<file path="config.mk">
export PLATFORM = sky130hd
export DESIGN_NAME = ubx_frame_parser_unit_flat
export DESIGN_NICKNAME = d
export VERILOG_FILES = /design/src/rtl/core/ufp_pkg.sv /design/src/rtl/core/ufp_if.sv /design/src/rtl/core/ubx_frame_parser_unit.sv /design/src/rtl/core/ufp_payload_ram.sv /design/src/rtl/core/ufp_frame_ctl.sv /design/src/rtl/core/ufp_rsp_queue.sv /design/src/flat_wrapper.sv
export SDC_FILE = /design/constraint.sdc
export NUM_CORES = 2
export LEC_CHECK = 0
export ABC_CLOCK_PERIOD_IN_PS = 5200
export BUFFER_PORTS_ARGS = -buffer_cell sky130_fd_sc_hd__buf_4
export CORE_ASPECT_RATIO = 1.4
export CORE_MARGIN = 5
export CORE_UTILIZATION = 55
export CTS_CLUSTER_DIAMETER = 60
export DETAILED_ROUTE_END_ITERATION = 8
export PLACE_DENSITY = 0.71
export SYNTH_ARGS = -nofsm -noshare
export SYNTH_HDL_FRONTEND = slang
export SYNTH_SLANG_ARGS = --single-unit
</file>
<file path="constraint.sdc">
create_clock -name clock -period 5.2 [get_ports clock]
set_clock_uncertainty 0.2 [all_clocks]
set_input_delay 0.26 -clock clock [delete_from_list [all_inputs] [get_ports clock]]
set_output_delay 0.26 -clock clock [all_outputs]
set_load 0.01 [all_outputs]
</file>
<file path="src/rtl/core/ufp_pkg.sv">
// Shared types, codes and defaults for the UBX frame parser.
package ufp_pkg;

   // Default payload buffer depth in bytes
   localparam int UFP_BUFFER_DEPTH = 256;

   // Field widths
   localparam int BYTE_W   = 8;
   localparam int OPCODE_W = 2;
   localparam int KIND_W   = 2;
   localparam int LEN_W    = 9;
   localparam int ERR_W    = 3;
   localparam int CSR_IDX_W  = 2;
   localparam int CSR_DATA_W = 9;

   // Request opcodes
   localparam logic [OPCODE_W-1:0] OP_RX_BYTE = 2'd0;
   localparam logic [OPCODE_W-1:0] OP_READ    = 2'd1;
   localparam logic [OPCODE_W-1:0] OP_RELEASE = 2'd2;

   // Result kinds
   localparam logic [KIND_W-1:0] KIND_ACCEPT = 2'd0;
   localparam logic [KIND_W-1:0] KIND_REJECT = 2'd1;
   localparam logic [KIND_W-1:0] KIND_READ   = 2'd2;

   // Error codes
   localparam logic [ERR_W-1:0] ERR_NONE    = 3'd0;
   localparam logic [ERR_W-1:0] ERR_SYNC    = 3'd1;
   localparam logic [ERR_W-1:0] ERR_LONG    = 3'd2;
   localparam logic [ERR_W-1:0] ERR_CK_A    = 3'd3;
   localparam logic [ERR_W-1:0] ERR_CK_B    = 3'd4;
   localparam logic [ERR_W-1:0] ERR_OVERRUN = 3'd5;

   // Control register indexes
   localparam logic [CSR_IDX_W-1:0] CSR_SYNC_FIRST  = 2'd0;
   localparam logic [CSR_IDX_W-1:0] CSR_SYNC_SECOND = 2'd1;
   localparam logic [CSR_IDX_W-1:0] CSR_MAX_PAYLOAD = 2'd2;

   // Control register reset values
   localparam logic [BYTE_W-1:0] SYNC_FIRST_RST  = 8'd181;
   localparam logic [BYTE_W-1:0] SYNC_SECOND_RST = 8'd98;
   localparam logic [LEN_W-1:0]  MAX_PAYLOAD_RST = 9'd255;

   // Parser phase: named after the byte expected next
   typedef enum logic [3:0] {
      P_HUNT,
      P_SYNC2,
      P_CLASS,
      P_ID,
      P_LEN_LO,
      P_LEN_HI,
      P_PAYLOAD,
      P_CK_A,
      P_CK_B
   } phase_type;

   // One request item
   typedef struct packed {
      logic [OPCODE_W-1:0] opcode;
      logic [BYTE_W-1:0]   rx_byte;
      logic [BYTE_W-1:0]   read_index;
   } req_item_type;

   // One control register write
   typedef struct packed {
      logic                  en;
      logic [CSR_IDX_W-1:0]  index;
      logic [CSR_DATA_W-1:0] data;
   } csr_write_type;

   // Result item before the payload byte is merged in
   typedef struct packed {
      logic [KIND_W-1:0] result_kind;
      logic [BYTE_W-1:0] frame_class;
      logic [BYTE_W-1:0] frame_id;
      logic [LEN_W-1:0]  frame_length;
      logic [ERR_W-1:0]  error_code;
      logic [BYTE_W-1:0] overrun_count;
      logic              data_hit;
   } rsp_item_type;

endpackage

</file>
<file path="src/rtl/core/ufp_if.sv">
// Channel interfaces of the UBX frame parser: request, result and control writes.
interface ufp_req_if
   import ufp_pkg::*;
();
   logic                valid;
   logic                ready;
   logic [OPCODE_W-1:0] opcode;
   logic [BYTE_W-1:0]   rx_byte;
   logic [BYTE_W-1:0]   read_index;

   modport source (output valid, output opcode, output rx_byte, output read_index,
                   input ready);
   modport sink   (input valid, input opcode, input rx_byte, input read_index,
                   output ready);
endinterface

interface ufp_rsp_if
   import ufp_pkg::*;
();
   logic              valid;
   logic              ready;
   logic [KIND_W-1:0] result_kind;
   logic [BYTE_W-1:0] frame_class;
   logic [BYTE_W-1:0] frame_id;
   logic [LEN_W-1:0]  frame_length;
   logic [BYTE_W-1:0] read_data;
   logic [ERR_W-1:0]  error_code;
   logic [BYTE_W-1:0] overrun_count;

   modport source (output valid, output result_kind, output frame_class,
                   output frame_id, output frame_length, output read_data,
                   output error_code, output overrun_count, input ready);
   modport sink   (input valid, input result_kind, input frame_class,
                   input frame_id, input frame_length, input read_data,
                   input error_code, input overrun_count, output ready);
endinterface

interface ufp_csr_if
   import ufp_pkg::*;
();
   logic                  valid;
   logic                  ready;
   logic [CSR_IDX_W-1:0]  reg_index;
   logic [CSR_DATA_W-1:0] write_data;

   modport source (output valid, output reg_index, output write_data, input ready);
   modport sink   (input valid, input reg_index, input write_data, output ready);
endinterface

</file>
<file path="src/rtl/core/ubx_frame_parser_unit.sv">
// Top level of the UBX frame parser: channels, parser control, payload store, result path.
//
//  channel   dir  handshake    payload
//  req_chan  in   valid/ready  opcode, rx_byte, read_index
//  rsp_chan  out  valid/ready  result_kind, frame_class, frame_id, frame_length,
//                              read_data, error_code, overrun_count
//  csr_chan  in   valid/ready  reg_index, write_data (always ready)
//
// One item per cycle while stage 1 is free or moving on. A result passes through stage 1
// and then the output register, where reads pick up the store's registered read data.
// While stage 1 holds a result that cannot move on, every item waits, result or not.
// Reset (synchronous) clears parser state, held flag, overrun counter, control
// registers and result valids; the payload store is not cleared.
// A stalled result channel holds up to two results before req_chan.ready drops.
module ubx_frame_parser_unit
   import ufp_pkg::*;
#(
   parameter int BUFFER_DEPTH = UFP_BUFFER_DEPTH
) (
   input  logic      clock,
   input  logic      reset,
   ufp_req_if.sink   req_chan,
   ufp_rsp_if.source rsp_chan,
   ufp_csr_if.sink   csr_chan
);

   localparam int AW = (BUFFER_DEPTH > 1) ? $clog2(BUFFER_DEPTH) : 1;

   logic              accept;
   logic              can_accept;
   logic              push;
   req_item_type      req_item;
   csr_write_type     csr_wr;
   rsp_item_type      push_item;
   logic              mem_wr_en, mem_rd_en;
   logic [AW-1:0]     mem_wr_addr, mem_rd_addr;
   logic [BYTE_W-1:0] mem_wr_data, mem_rd_data;

   // Request handshake
   assign req_chan.ready      = can_accept;
   assign accept              = req_chan.valid && can_accept;
   assign req_item.opcode     = req_chan.opcode;
   assign req_item.rx_byte    = req_chan.rx_byte;
   assign req_item.read_index = req_chan.read_index;

   // Control writes are always taken
   assign csr_chan.ready = 1'b1;
   assign csr_wr.en      = csr_chan.valid;
   assign csr_wr.index   = csr_chan.reg_index;
   assign csr_wr.data    = csr_chan.write_data;

   ufp_frame_ctl #(
      .BUFFER_DEPTH (BUFFER_DEPTH),
      .AW           (AW)
   ) u_ctl (
      .clock       (clock),
      .reset       (reset),
      .accept      (accept),
      .req_item    (req_item),
      .csr_wr      (csr_wr),
      .push        (push),
      .rsp_item    (push_item),
      .mem_wr_en   (mem_wr_en),
      .mem_wr_addr (mem_wr_addr),
      .mem_wr_data (mem_wr_data),
      .mem_rd_en   (mem_rd_en),
      .mem_rd_addr (mem_rd_addr)
   );

   ufp_payload_ram #(
      .DEPTH (BUFFER_DEPTH),
      .AW    (AW)
   ) u_ram (
      .clock   (clock),
      .wr_en   (mem_wr_en),
      .wr_addr (mem_wr_addr),
      .wr_data (mem_wr_data),
      .rd_en   (mem_rd_en),
      .rd_addr (mem_rd_addr),
      .rd_data (mem_rd_data)
   );

   ufp_rsp_queue u_queue (
      .clock      (clock),
      .reset      (reset),
      .push       (push),
      .push_item  (push_item),
      .rd_data    (mem_rd_data),
      .can_accept (can_accept),
      .rsp_chan   (rsp_chan)
   );

endmodule

</file>
<file path="src/rtl/core/ufp_payload_ram.sv">
// Payload byte store: one write port, one read port with registered read data.
module ufp_payload_ram
   import ufp_pkg::*;
#(
   parameter int DEPTH = UFP_BUFFER_DEPTH,
   parameter int AW    = $clog2(UFP_BUFFER_DEPTH)
) (
   input  logic              clock,
   input  logic              wr_en,
   input  logic [AW-1:0]     wr_addr,
   input  logic [BYTE_W-1:0] wr_data,
   input  logic              rd_en,
   input  logic [AW-1:0]     rd_addr,
   output logic [BYTE_W-1:0] rd_data
);

   logic [BYTE_W-1:0] mem_ff [DEPTH];
   logic [BYTE_W-1:0] rd_data_ff;

   // Write port
   always_ff @(posedge clock) begin
      if (wr_en) begin
         mem_ff[wr_addr] <= wr_data;
      end
   end

   // Read port, data held until the next read
   always_ff @(posedge clock) begin
      if (rd_en) begin
         rd_data_ff <= mem_ff[rd_addr];
      end
   end

   assign rd_data = rd_data_ff;

endmodule

</file>
<file path="src/rtl/core/ufp_frame_ctl.sv">
// Frame parser control: phase machine, checksum, held message and control registers.
module ufp_frame_ctl
   import ufp_pkg::*;
#(
   parameter int BUFFER_DEPTH = UFP_BUFFER_DEPTH,
   parameter int AW           = $clog2(UFP_BUFFER_DEPTH)
) (
   input  logic              clock,
   input  logic              reset,
   input  logic              accept,
   input  req_item_type      req_item,
   input  csr_write_type     csr_wr,
   output logic              push,
   output rsp_item_type      rsp_item,
   output logic              mem_wr_en,
   output logic [AW-1:0]     mem_wr_addr,
   output logic [BYTE_W-1:0] mem_wr_data,
   output logic              mem_rd_en,
   output logic [AW-1:0]     mem_rd_addr
);

   // Length / index width holds BUFFER_DEPTH itself
   localparam int LW = $clog2(BUFFER_DEPTH + 1);
   localparam int CW = (LW > BYTE_W) ? LW : BYTE_W;

   // Control registers
   logic [BYTE_W-1:0] sync_first_ff, sync_second_ff;
   logic [LEN_W-1:0]  max_payload_ff;

   // Parser state
   phase_type         phase_ff, phase_in;
   logic [BYTE_W-1:0] class_ff, class_in;
   logic [BYTE_W-1:0] id_ff, id_in;
   logic [BYTE_W-1:0] len_lo_ff, len_lo_in;
   logic [LW-1:0]     len_ff, len_in;
   logic [LW-1:0]     idx_ff, idx_in;
   logic [BYTE_W-1:0] sum_a_ff, sum_a_in;
   logic [BYTE_W-1:0] sum_b_ff, sum_b_in;
   logic              held_ff, held_in;
   logic [BYTE_W-1:0] drop_ff, drop_in;

   logic [BYTE_W-1:0] sum_a_step, sum_b_step;
   logic [15:0]       len_full;
   logic              too_long;
   logic [LW-1:0]     idx_next;
   logic              read_hit;

   // Control register writes; unknown indexes are ignored
   always_ff @(posedge clock) begin
      if (reset) begin
         sync_first_ff  <= SYNC_FIRST_RST;
         sync_second_ff <= SYNC_SECOND_RST;
         max_payload_ff <= MAX_PAYLOAD_RST;
      end else if (csr_wr.en) begin
         case (csr_wr.index)
            CSR_SYNC_FIRST:  sync_first_ff  <= csr_wr.data[BYTE_W-1:0];
            CSR_SYNC_SECOND: sync_second_ff <= csr_wr.data[BYTE_W-1:0];
            CSR_MAX_PAYLOAD: max_payload_ff <= csr_wr.data[LEN_W-1:0];
            default: ;
         endcase
      end
   end

   // State registers
   always_ff @(posedge clock) begin
      if (reset) begin
         phase_ff  <= P_HUNT;
         class_ff  <= '0;
         id_ff     <= '0;
         len_lo_ff <= '0;
         len_ff    <= '0;
         idx_ff    <= '0;
         sum_a_ff  <= '0;
         sum_b_ff  <= '0;
         held_ff   <= 1'b0;
         drop_ff   <= '0;
      end else begin
         phase_ff  <= phase_in;
         class_ff  <= class_in;
         id_ff     <= id_in;
         len_lo_ff <= len_lo_in;
         len_ff    <= len_in;
         idx_ff    <= idx_in;
         sum_a_ff  <= sum_a_in;
         sum_b_ff  <= sum_b_in;
         held_ff   <= held_in;
         drop_ff   <= drop_in;
      end
   end

   // Datapath terms
   assign sum_a_step = sum_a_ff + req_item.rx_byte;
   assign sum_b_step = sum_b_ff + sum_a_step;
   assign len_full   = {req_item.rx_byte, len_lo_ff};
   assign too_long   = (len_full > 16'(max_payload_ff)) || (len_full > 16'(BUFFER_DEPTH));
   assign idx_next   = idx_ff + 1'b1;
   assign read_hit   = held_ff && (CW'(req_item.read_index) < CW'(len_ff));

   // Memory ports
   assign mem_wr_addr = AW'(idx_ff);
   assign mem_wr_data = req_item.rx_byte;
   assign mem_rd_addr = AW'(req_item.read_index);

   // Next state and result
   always_comb begin
      phase_in  = phase_ff;
      class_in  = class_ff;
      id_in     = id_ff;
      len_lo_in = len_lo_ff;
      len_in    = len_ff;
      idx_in    = idx_ff;
      sum_a_in  = sum_a_ff;
      sum_b_in  = sum_b_ff;
      held_in   = held_ff;
      drop_in   = drop_ff;
      push      = 1'b0;
      rsp_item  = '0;
      mem_wr_en = 1'b0;
      mem_rd_en = 1'b0;

      if (accept) begin
         case (req_item.opcode)
            OP_RX_BYTE: begin
               // Checksum covers class, id, length and payload
               if (phase_ff == P_CLASS || phase_ff == P_ID || phase_ff == P_LEN_LO ||
                   phase_ff == P_LEN_HI || phase_ff == P_PAYLOAD) begin
                  sum_a_in = sum_a_step;
                  sum_b_in = sum_b_step;
               end
               case (phase_ff)
                  P_HUNT: begin
                     if (req_item.rx_byte == sync_first_ff) begin
                        phase_in = P_SYNC2;
                     end
                  end
                  P_SYNC2: begin
                     if (req_item.rx_byte != sync_second_ff) begin
                        phase_in             = P_HUNT;
                        push                 = 1'b1;
                        rsp_item.result_kind = KIND_REJECT;
                        rsp_item.error_code  = ERR_SYNC;
                     end else begin
                        sum_a_in = '0;
                        sum_b_in = '0;
                        phase_in = P_CLASS;
                     end
                  end
                  P_CLASS: begin
                     // New frame while a message is still held
                     if (held_ff) begin
                        drop_in              = drop_ff + 1'b1;
                        phase_in             = P_HUNT;
                        push                 = 1'b1;
                        rsp_item.result_kind = KIND_REJECT;
                        rsp_item.error_code  = ERR_OVERRUN;
                     end else begin
                        class_in = req_item.rx_byte;
                        phase_in = P_ID;
                     end
                  end
                  P_ID: begin
                     id_in    = req_item.rx_byte;
                     phase_in = P_LEN_LO;
                  end
                  P_LEN_LO: begin
                     len_lo_in = req_item.rx_byte;
                     phase_in  = P_LEN_HI;
                  end
                  P_LEN_HI: begin
                     if (too_long) begin
                        phase_in             = P_HUNT;
                        push                 = 1'b1;
                        rsp_item.result_kind = KIND_REJECT;
                        rsp_item.error_code  = ERR_LONG;
                     end else begin
                        len_in   = LW'(len_full);
                        idx_in   = '0;
                        // Empty payload goes straight to the checksum
                        phase_in = (len_full == '0) ? P_CK_A : P_PAYLOAD;
                     end
                  end
                  P_PAYLOAD: begin
                     mem_wr_en = 1'b1;
                     idx_in    = idx_next;
                     if (idx_next >= len_ff) begin
                        phase_in = P_CK_A;
                     end
                  end
                  P_CK_A: begin
                     if (req_item.rx_byte != sum_a_ff) begin
                        phase_in             = P_HUNT;
                        push                 = 1'b1;
                        rsp_item.result_kind = KIND_REJECT;
                        rsp_item.error_code  = ERR_CK_A;
                     end else begin
                        phase_in = P_CK_B;
                     end
                  end
                  P_CK_B: begin
                     phase_in = P_HUNT;
                     push     = 1'b1;
                     if (req_item.rx_byte != sum_b_ff) begin
                        rsp_item.result_kind = KIND_REJECT;
                        rsp_item.error_code  = ERR_CK_B;
                     end else begin
                        held_in               = 1'b1;
                        rsp_item.result_kind  = KIND_ACCEPT;
                        rsp_item.frame_class  = class_ff;
                        rsp_item.frame_id     = id_ff;
                        rsp_item.frame_length = LEN_W'(len_ff);
                        rsp_item.error_code   = ERR_NONE;
                     end
                  end
                  default: begin
                     phase_in = P_HUNT;
                  end
               endcase
            end
            OP_READ: begin
               push                 = 1'b1;
               rsp_item.result_kind = KIND_READ;
               rsp_item.error_code  = ERR_NONE;
               mem_rd_en            = read_hit;
               rsp_item.data_hit    = read_hit;
               if (held_ff) begin
                  rsp_item.frame_class  = class_ff;
                  rsp_item.frame_id     = id_ff;
                  rsp_item.frame_length = LEN_W'(len_ff);
               end
            end
            OP_RELEASE: begin
               held_in = 1'b0;
            end
            default: ;
         endcase
      end

      // Every result reports the counter after this item
      rsp_item.overrun_count = drop_in;
   end

   // A held message blocks the parser at the class byte, so no payload write can
   // reach the store while it is read
   a_held_phase: assert property (@(posedge clock) disable iff (reset)
      held_ff |-> (phase_ff == P_HUNT || phase_ff == P_SYNC2 || phase_ff == P_CLASS))
      else $error("message held while a frame body is being parsed");

   a_wr_not_held: assert property (@(posedge clock) disable iff (reset)
      mem_wr_en |-> !held_ff)
      else $error("payload write while a message is held");

   a_idx_range: assert property (@(posedge clock) disable iff (reset)
      (phase_ff == P_PAYLOAD) |-> (idx_ff < len_ff))
      else $error("payload index past frame length");

endmodule

</file>
<file path="src/rtl/core/ufp_rsp_queue.sv">
// Two-entry result path: a stage that meets the read data, then the output register.
module ufp_rsp_queue
   import ufp_pkg::*;
(
   input  logic              clock,
   input  logic              reset,
   input  logic              push,
   input  rsp_item_type      push_item,
   input  logic [BYTE_W-1:0] rd_data,
   output logic              can_accept,
   ufp_rsp_if.source         rsp_chan
);

   logic              s1_v_ff, s1_v_in;
   rsp_item_type      s1_ff;
   logic              s2_v_ff, s2_v_in;
   rsp_item_type      s2_ff;
   logic [BYTE_W-1:0] s2_data_ff;
   logic              s1_move;

   // Stage 1 moves on when the output register is free or being taken
   assign s1_move    = s1_v_ff && (!s2_v_ff || rsp_chan.ready);
   assign can_accept = !s1_v_ff || s1_move;

   always_comb begin
      s1_v_in = s1_v_ff;
      if (push) begin
         s1_v_in = 1'b1;
      end else if (s1_move) begin
         s1_v_in = 1'b0;
      end
      s2_v_in = s2_v_ff;
      if (s1_move) begin
         s2_v_in = 1'b1;
      end else if (rsp_chan.ready) begin
         s2_v_in = 1'b0;
      end
   end

   // Valid flags
   always_ff @(posedge clock) begin
      if (reset) begin
         s1_v_ff <= 1'b0;
         s2_v_ff <= 1'b0;
      end else begin
         s1_v_ff <= s1_v_in;
         s2_v_ff <= s2_v_in;
      end
   end

   // Payload registers
   always_ff @(posedge clock) begin
      if (push) begin
         s1_ff <= push_item;
      end
      if (s1_move) begin
         s2_ff      <= s1_ff;
         s2_data_ff <= s1_ff.data_hit ? rd_data : '0;
      end
   end

   // Output channel
   assign rsp_chan.valid         = s2_v_ff;
   assign rsp_chan.result_kind   = s2_ff.result_kind;
   assign rsp_chan.frame_class   = s2_ff.frame_class;
   assign rsp_chan.frame_id      = s2_ff.frame_id;
   assign rsp_chan.frame_length  = s2_ff.frame_length;
   assign rsp_chan.read_data     = s2_data_ff;
   assign rsp_chan.error_code    = s2_ff.error_code;
   assign rsp_chan.overrun_count = s2_ff.overrun_count;

   a_push_room: assert property (@(posedge clock) disable iff (reset)
      push |-> can_accept)
      else $error("result pushed with stage 1 occupied");

   a_rd_stable: assert property (@(posedge clock) disable iff (reset)
      (s1_v_ff && s1_ff.data_hit && !s1_move) |=> $stable(rd_data))
      else $error("read data changed under a waiting read item");

   a_move_fills: assert property (@(posedge clock) disable iff (reset)
      s1_move |=> s2_v_ff)
      else $error("output register empty after stage 1 moved");

endmodule
</file>
<file path="src/flat_wrapper.sv">
// flat-port wrapper written by rule: the top's interface ports become plain ports
module ubx_frame_parser_unit_flat import ufp_pkg::*;
#(
   parameter int BUFFER_DEPTH = UFP_BUFFER_DEPTH
)
  (clock, reset, req_chan_valid, req_chan_opcode, req_chan_rx_byte, req_chan_read_index, req_chan_ready, rsp_chan_valid, rsp_chan_result_kind, rsp_chan_frame_class, rsp_chan_frame_id, rsp_chan_frame_length, rsp_chan_read_data, rsp_chan_error_code, rsp_chan_overrun_count, rsp_chan_ready, csr_chan_valid, csr_chan_reg_index, csr_chan_write_data, csr_chan_ready);
  ufp_req_if req_chan_i ();
  ufp_rsp_if rsp_chan_i ();
  ufp_csr_if csr_chan_i ();
  input  logic clock;
  input  logic reset;
  input wire logic [$bits(req_chan_i.valid)-1:0] req_chan_valid;
  input wire logic [$bits(req_chan_i.opcode)-1:0] req_chan_opcode;
  input wire logic [$bits(req_chan_i.rx_byte)-1:0] req_chan_rx_byte;
  input wire logic [$bits(req_chan_i.read_index)-1:0] req_chan_read_index;
  output wire logic [$bits(req_chan_i.ready)-1:0] req_chan_ready;
  output wire logic [$bits(rsp_chan_i.valid)-1:0] rsp_chan_valid;
  output wire logic [$bits(rsp_chan_i.result_kind)-1:0] rsp_chan_result_kind;
  output wire logic [$bits(rsp_chan_i.frame_class)-1:0] rsp_chan_frame_class;
  output wire logic [$bits(rsp_chan_i.frame_id)-1:0] rsp_chan_frame_id;
  output wire logic [$bits(rsp_chan_i.frame_length)-1:0] rsp_chan_frame_length;
  output wire logic [$bits(rsp_chan_i.read_data)-1:0] rsp_chan_read_data;
  output wire logic [$bits(rsp_chan_i.error_code)-1:0] rsp_chan_error_code;
  output wire logic [$bits(rsp_chan_i.overrun_count)-1:0] rsp_chan_overrun_count;
  input wire logic [$bits(rsp_chan_i.ready)-1:0] rsp_chan_ready;
  input wire logic [$bits(csr_chan_i.valid)-1:0] csr_chan_valid;
  input wire logic [$bits(csr_chan_i.reg_index)-1:0] csr_chan_reg_index;
  input wire logic [$bits(csr_chan_i.write_data)-1:0] csr_chan_write_data;
  output wire logic [$bits(csr_chan_i.ready)-1:0] csr_chan_ready;
  assign req_chan_i.valid = req_chan_valid;
  assign req_chan_i.opcode = req_chan_opcode;
  assign req_chan_i.rx_byte = req_chan_rx_byte;
  assign req_chan_i.read_index = req_chan_read_index;
  assign req_chan_ready = req_chan_i.ready;
  assign rsp_chan_valid = rsp_chan_i.valid;
  assign rsp_chan_result_kind = rsp_chan_i.result_kind;
  assign rsp_chan_frame_class = rsp_chan_i.frame_class;
  assign rsp_chan_frame_id = rsp_chan_i.frame_id;
  assign rsp_chan_frame_length = rsp_chan_i.frame_length;
  assign rsp_chan_read_data = rsp_chan_i.read_data;
  assign rsp_chan_error_code = rsp_chan_i.error_code;
  assign rsp_chan_overrun_count = rsp_chan_i.overrun_count;
  assign rsp_chan_i.ready = rsp_chan_ready;
  assign csr_chan_i.valid = csr_chan_valid;
  assign csr_chan_i.reg_index = csr_chan_reg_index;
  assign csr_chan_i.write_data = csr_chan_write_data;
  assign csr_chan_ready = csr_chan_i.ready;
  ubx_frame_parser_unit #(.BUFFER_DEPTH(BUFFER_DEPTH)) u_core (.clock(clock), .reset(reset), .req_chan(req_chan_i), .rsp_chan(rsp_chan_i), .csr_chan(csr_chan_i));
endmodule
</file>
Word-level counts from Yosys, hierarchy flattened
Memory sizes are Yosys's and may differ from the RTL's. A register that Yosys moved wholly into a read port is not among the register bits. Cells that the tools add are included.

Flip-flop bits (word level): 183. Memory bits (writable): 2048. Input port bits: 34. Output and inout port bits: 49. Word-level logic and storage cells: 149. Memories kept: 1.

Memories: u_core.u_ram.mem_ff (words 256, width 8, read ports 1, clocked after Yosys merged registers in 1, wr ports 1, line ufp_payload_ram.sv:17) `logic [BYTE_W-1:0] mem_ff [DEPTH];`.

$add $sub $neg: 4. $lt $le $gt $ge: 4. Equal/unequal tests: 21. Muxes and demuxes: 57. Bitwise logic cells: 2. Reductions and logical operators: 31.

Operators by type and width (count): two-way mux 8 bit (10); two-way mux 25 bit (3); one-hot mux 30 bit (2 select lines) (1); one-hot mux 4 bit (8 select lines) (1); two-way mux 1 bit (25); inequality test 8 bit (3); AND reduction 4 bit (5); one-hot mux 9 bit (2 select lines) (1); adder 8 bit (2); == test 4 x 3 -> 1 bit (second input constant) (4); greater-than comparator 16 x 9 -> 1 bit (1); greater-than comparator 16 x 9 -> 1 bit (second input constant) (1); zero test 16 bit (1); one-hot mux 3 bit (5 select lines) (1); two-way mux 4 bit (3); one-hot mux 2 bit (5 select lines) (1); adder 9 x 1 -> 9 bit (second input constant) (1); greater-or-equal comparator 9 bit (1); < comparator 8 x 9 -> 1 bit (1); two-way mux 3 bit (3); two-way mux 9 bit (1); adder 8 x 1 -> 8 bit (second input constant) (1); == test 4 x 2 -> 1 bit (second input constant) (2); == test 8 bit (1); other kinds (18) (45).

Longest topological paths before layout
Word-level depth: 8. Depth in mapped cells: 14. Depth with buffers taken out: 14.

By module
From an unflattened synthesis, not the netlist that was laid out.

Cells, all modules: 4539. Area total of the unflattened synthesis: 88217.1 µm².

By module, submodules not included: ufp_payload_ram (instances 1, cells an instance 3733, area each 79636.4 µm², sequential area each 61739.2 µm²); ufp_frame_ctl (instances 1, cells an instance 701, area each 5866.9 µm², sequential area each 1921.8 µm²); ufp_rsp_queue (instances 1, cells an instance 102, area each 2696.3 µm², sequential area each 2592.5 µm²); ubx_frame_parser_unit (instances 1, cells an instance 3, area each 17.5 µm², sequential area each 0.0 µm²).

Worst setup path after synthesis
OpenSTA, ideal clock, no wires.

Kind: register to register. Start: register u_core.u_queue.s1_v_ff. End: register u_core.u_queue.s2_ff, in the netlist u_core.u_queue.rsp_chan.error_code[0], enable pin. Setup time: 0.520 ns. Data arrival time: 3.712 ns. Required time: 4.480 ns. Slack: 0.768 ns. Stages on the path, launching flop included: 2. Path buffers: 0. Cell sequence: dfxtp_1 a21boi_0.

Word-level cells in the longest chain between the ends: 1.

RTL lines: start, declared (line ufp_rsp_queue.sv:14) `logic s1_v_ff, s1_v_in;`; start signal, assigned (line ufp_rsp_queue.sv:46) `s1_v_ff <= s1_v_in;`; logical AND 1 bit (line ufp_rsp_queue.sv:22) `assign s1_move = s1_v_ff && (!s2_v_ff || rsp_chan.ready);`; net u_core.u_queue.s1_move (line ufp_rsp_queue.sv:19) `logic s1_move;`; end signal, assigned (line ufp_rsp_queue.sv:57) `s2_ff <= s1_ff;`; end, declared (line ufp_rsp_queue.sv:17) `rsp_item_type s2_ff;`.

The timed path passes the listed nets, and every way through them passes these cells. A chain may end at the register's enable or synchronous reset.

Worst setup path in the final report
Start: input port req_chan_rx_byte[2]. End: register u_core.u_queue.s1_v_ff.

Word-level cells in the longest chain between the ends: 7.

RTL lines: start, declared (line flat_wrapper.sv:14) `input wire logic [$bits(req_chan_i.rx_byte)-1:0] req_chan_rx_byte;`; greater-than comparator 16 x 9 -> 1 bit (line ufp_frame_ctl.sv:95) `assign too_long = (len_full > 16'(max_payload_ff)) || (len_full > 16'(BUFFER_DEPTH));`; logical OR 1 bit (line ufp_frame_ctl.sv:95); two-way mux 1 bit (line ufp_frame_ctl.sv:170) `if (too_long) begin`; one-hot mux 1 bit (5 select lines) (*) (line ufp_frame_ctl.sv:130) `case (phase_ff)`; one-hot mux 1 bit (2 select lines) (*) (line ufp_frame_ctl.sv:122) `case (req_item.opcode)`; two-way mux 1 bit (*) (line ufp_frame_ctl.sv:121) `if (accept) begin`; two-way mux 1 bit or nonzero test 2 bit (tied branches).

Every way passes the cells marked *; elsewhere a longest branch is shown, timed or not.

==> implementation parameters <==
Parameter                              Value

Outcome
  Status    completed

STA
  WHS    0.111 ns
  Final Setup Violations    0
  Final Critical Period    4.17 ns
  RSZ-0062 raised after global routing    false
  Tcrit/Tclk final    80.1%
  Final hold violations    0
  Slew headroom    15.1%
  Max Fclk    0.240 GHz
  Count of final max-slew check failures    0
  Slew at the pin closest to its max-slew limit    1.26 ns
  TNS Setup    0 ns

Critical path
  CP delay by family, top    buffers and inverters
  Reg2reg start    u_core.u_ctl.sum_a_ff[2]
  Worst path max stage delay    0.60 ns
  Reg2reg setup slack    1.23 ns
  Cell with the largest stage delay on the worst path    dlygate4sd3_1
  Most common cell type on the critical path    dlygate4sd3_1
  Required time of the critical path    5.71 ns
  Critical path data arrival time    4.68 ns
  Launching element type of the critical path    primary input
  Critical path class    in2reg
  Number of cell instances on the worst register-to-register path    10
  Worst reg2reg path endpoint    u_core.u_queue.s1_v_ff
  Endpoint type of the worst setup path    flip-flop
  CP Buf/Inv Count    4
  Largest fanout on the critical path    49
  Critical path, cell by cell    dlygate4sd3_1 -> buf_8 -> ha_1 -> nor4_1 -> nand2_1 -> nor4_1 -> o22ai_1 -> a21oi_1 -> a311o_1 -> dlygate4sd3_1 -> a21oi_1 -> dlygate4sd3_1

Drt
  First-pass detailed-route iteration total    5
  Wire length per cell    31.5 µm
  Total wire length    215,000 µm
  DRC Markers    0
  Routed Antenna Nets    0
  Number of vias after detailed routing    44.0k
  Detailed router's first-iteration violation count    5,243
  Vias per std cell    6.45

Yosys
  Post-Synthesis Net Count    4,455
  Post-Syn Area per Cell    20.0 µm²
  Share of synthesized flip-flops with an asynchronous set or reset    0%
  Top-area cell type share of the netlist area    73.6%
  Number of warnings issued by yosys    0
  Number of register bits inferred by synthesis    2,239
  Distinct cells, synth    75
  Number of synthesized flops with an enable pin    2,141
  Total standard cell area after synthesis    87,400 µm²
  Sequential share of the synthesized area    75.8%
  Top cells by area, synth    edfxtp_1 (74%), mux4_2 (12%), dfxtp_1 (2.2%)
  Main flop type after synthesis    edfxtp_1
  Most area-hungry cell type in the Yosys netlist    edfxtp_1
  Synthesized instance count    4,375

Place
  Global placer's final weighted congestion    0.945
  I/O Buffers    81
  Post-placement cell count    6,422
  Dpl hpwl    135,000 µm

Finish
  Layout cell share with drive strength beyond 1    20.9%
  Number of nets in the layout    4,650
  Fin cells    6,830
  Area growth syn-to-layout    11.1%

Global routing
  Total global routing overflow    0
  Vias in the first global route    44.8k
  Global-route usage over all layers    25.8%
  Maximum number of pins on one net before global-route repair    189
  Initial antenna violation count    4
  Global-route wire length before repair    313,000 µm

Min path
  Hold EP    u_core.u_ctl.sync_first_ff[1]
  Startpoint of the lowest-slack hold path    csr_chan_write_data[1]
  Min-delay worst type    in2reg
  Hold Path Cell Cnt    4

Die
  Number of top-level pins    83
  Effective utilization at floorplan    55.2%
  Placeable core region    158,000 µm²
  Die Span X    347 µm
  Die Footprint    167,000 µm²
  Die height    482 µm
  Count of standard-cell rows    173

Pwr
  Largest voltage drop on the vdd net    0.000387 V
  Power per Cell Area    367 nW/µm²
  Power, Total    35,600 µW
  Reported leakage power    0.0306 µW

CTS
  Max Root-Sink Buffers    3
  Number of gates resized after cts    0
  TritonCTS buffer count    191
  Clock insertion delay at the later pin of the skew report    0.83 ns
  H-tree level count    4
  Clock transition at the register clock pins on the worst setup and hold paths after CTS    0.07 ns
  Clock Tree Root    clkbuf_16
  TritonCTS clock tree    done
  TritonCTS Sinks    2,239

Job
  Total of max-cap violations    0
[how the worst max path moves through the flow]
stage                           start                               endpoint  depth (start not counted)
6_report          req_chan_rx_byte[2]                 u_core.u_queue.s1_v_ff                         12
5_1_grt           req_chan_rx_byte[2]                 u_core.u_queue.s1_v_ff                         12
4_1_cts           req_chan_rx_byte[2]                 u_core.u_queue.s1_v_ff                         12
3_5_place_dp   req_chan_read_index[0]                u_core.u_ram.rd_data[0]                          8
3_3_place_gp   req_chan_read_index[0]                u_core.u_ram.rd_data[0]                          8
2_1_floorplan  u_core.u_queue.s1_v_ff  u_core.u_queue.rsp_chan.error_code[0]                          1
[logic make-up after synthesis]
kind of cell,count (synthesis),synth area share (%)
adders and majority gates,46,0.676
and+or+nand+nor,723,3.82
other,1,0.00429
AOI/OAI and AO/OA,436,3.48
muxes,602,13.9
DFF,2239,75.8
xor gates and xnor gates,50,0.501
buffers and inverters,278,1.83
[cells in the final DEF, fill, tap and decap left out, types with 55 or more instances in the layout]
cell,netlist,routed
clkbuf_16,0,195
dlygate4sd3_1,0,55
a22oi_1,67,67
buf_4,18,159
nor2_1,386,382
mux4_2,482,482
nand2_1,109,109
o22ai_1,129,129
mux2i_1,113,113
edfxtp_1,2141,2141
dfxtp_1,98,98
a21oi_1,73,73
[layer usage]
layer | wire, µm | vias to the layer above | GRT usage [%] | part of all wire (%)
met3 | 17400 | 448 | 4.97 | 8.1
met1 | 77000 | 23000 | 33.3 | 36
met5 | 133 | - | 0.460 | 0.062
li1 | - | 18300 | - | -
met4 | 11400 | 3 | 11.5 | 5.3
met2 | 110000 | 2239 | 43.1 | 51
[cell usage after synthesis, types with 55 or more instances]
cell type and number:
edfxtp_1 2141, mux4_2 482, nor2_1 386, o22ai_1 129, mux2i_1 113, nand2_1 109
dfxtp_1 98, clkbuf_1 93, buf_2 78, a21oi_1 73, a22oi_1 67, nand3_1 55
[sequential cells by signal, indices dropped and copies added (netlist names), 9 cells and up]
register and cells:
u_core.u_ctl.idx_ff 9, u_core.u_ctl.len_ff 9, u_core.u_ctl.max_payload_ff 9, u_core.u_queue.rsp_chan.frame_length 9
u_core.u_queue.s1_ff 39, u_core.u_ram.mem_ff 2048
[worst reg2reg max path, stage by stage, from the launching register on]
cell and delay [ns]:
dfxtp_1 0.32, ha_1 0.34, nor4_1 0.32, nand2_1 0.08, nor4_1 0.49, o22ai_1 0.18
a21oi_1 0.46, a311o_1 0.24, dlygate4sd3_1 0.55, a21oi_1 0.06, dlygate4sd3_1 0.61
[what timing repair did]
item,CTS,global route
hold buffers,55,0
endpoints found under the hold margin,573,0
buffers inserted,0,0
[through the flow]
stage | utilization, % | setup WS [ns] | instance area (µm²)
after global placement | 57.0 | 0.865 | 90400
final | 61.3 | 1.03 | 97100
after detailed placement | 57.0 | 0.918 | 90400
after CTS | 61.3 | 1.14 | 97100
after global routing | 61.3 | 0.866 | 97100
after floorplan | - | 0.768 | 87400
[final cells by class]
| cell class | instances | area [µm²] |
|---|---|---|
| flip-flops and latches | 2239 | 66300 |
| clock inverters | 104 | 1070 |
| fillers | 10900 | 61300 |
| well taps | 2100 | 2630 |
| diodes | 2 | 5.00 |
| repair buffers | 244 | 2290 |
| multi-input cells | 1858 | 19600 |
| inverters | 36 | 135 |
| clock buffers | 247 | 5100 |
[power breakdown]
part	switching, µW	internal, µW
registers	11.0	19700
logic	1010	570
clock network	6410	7850
total	7430	28200
Power figures use the tool's default switching activity.
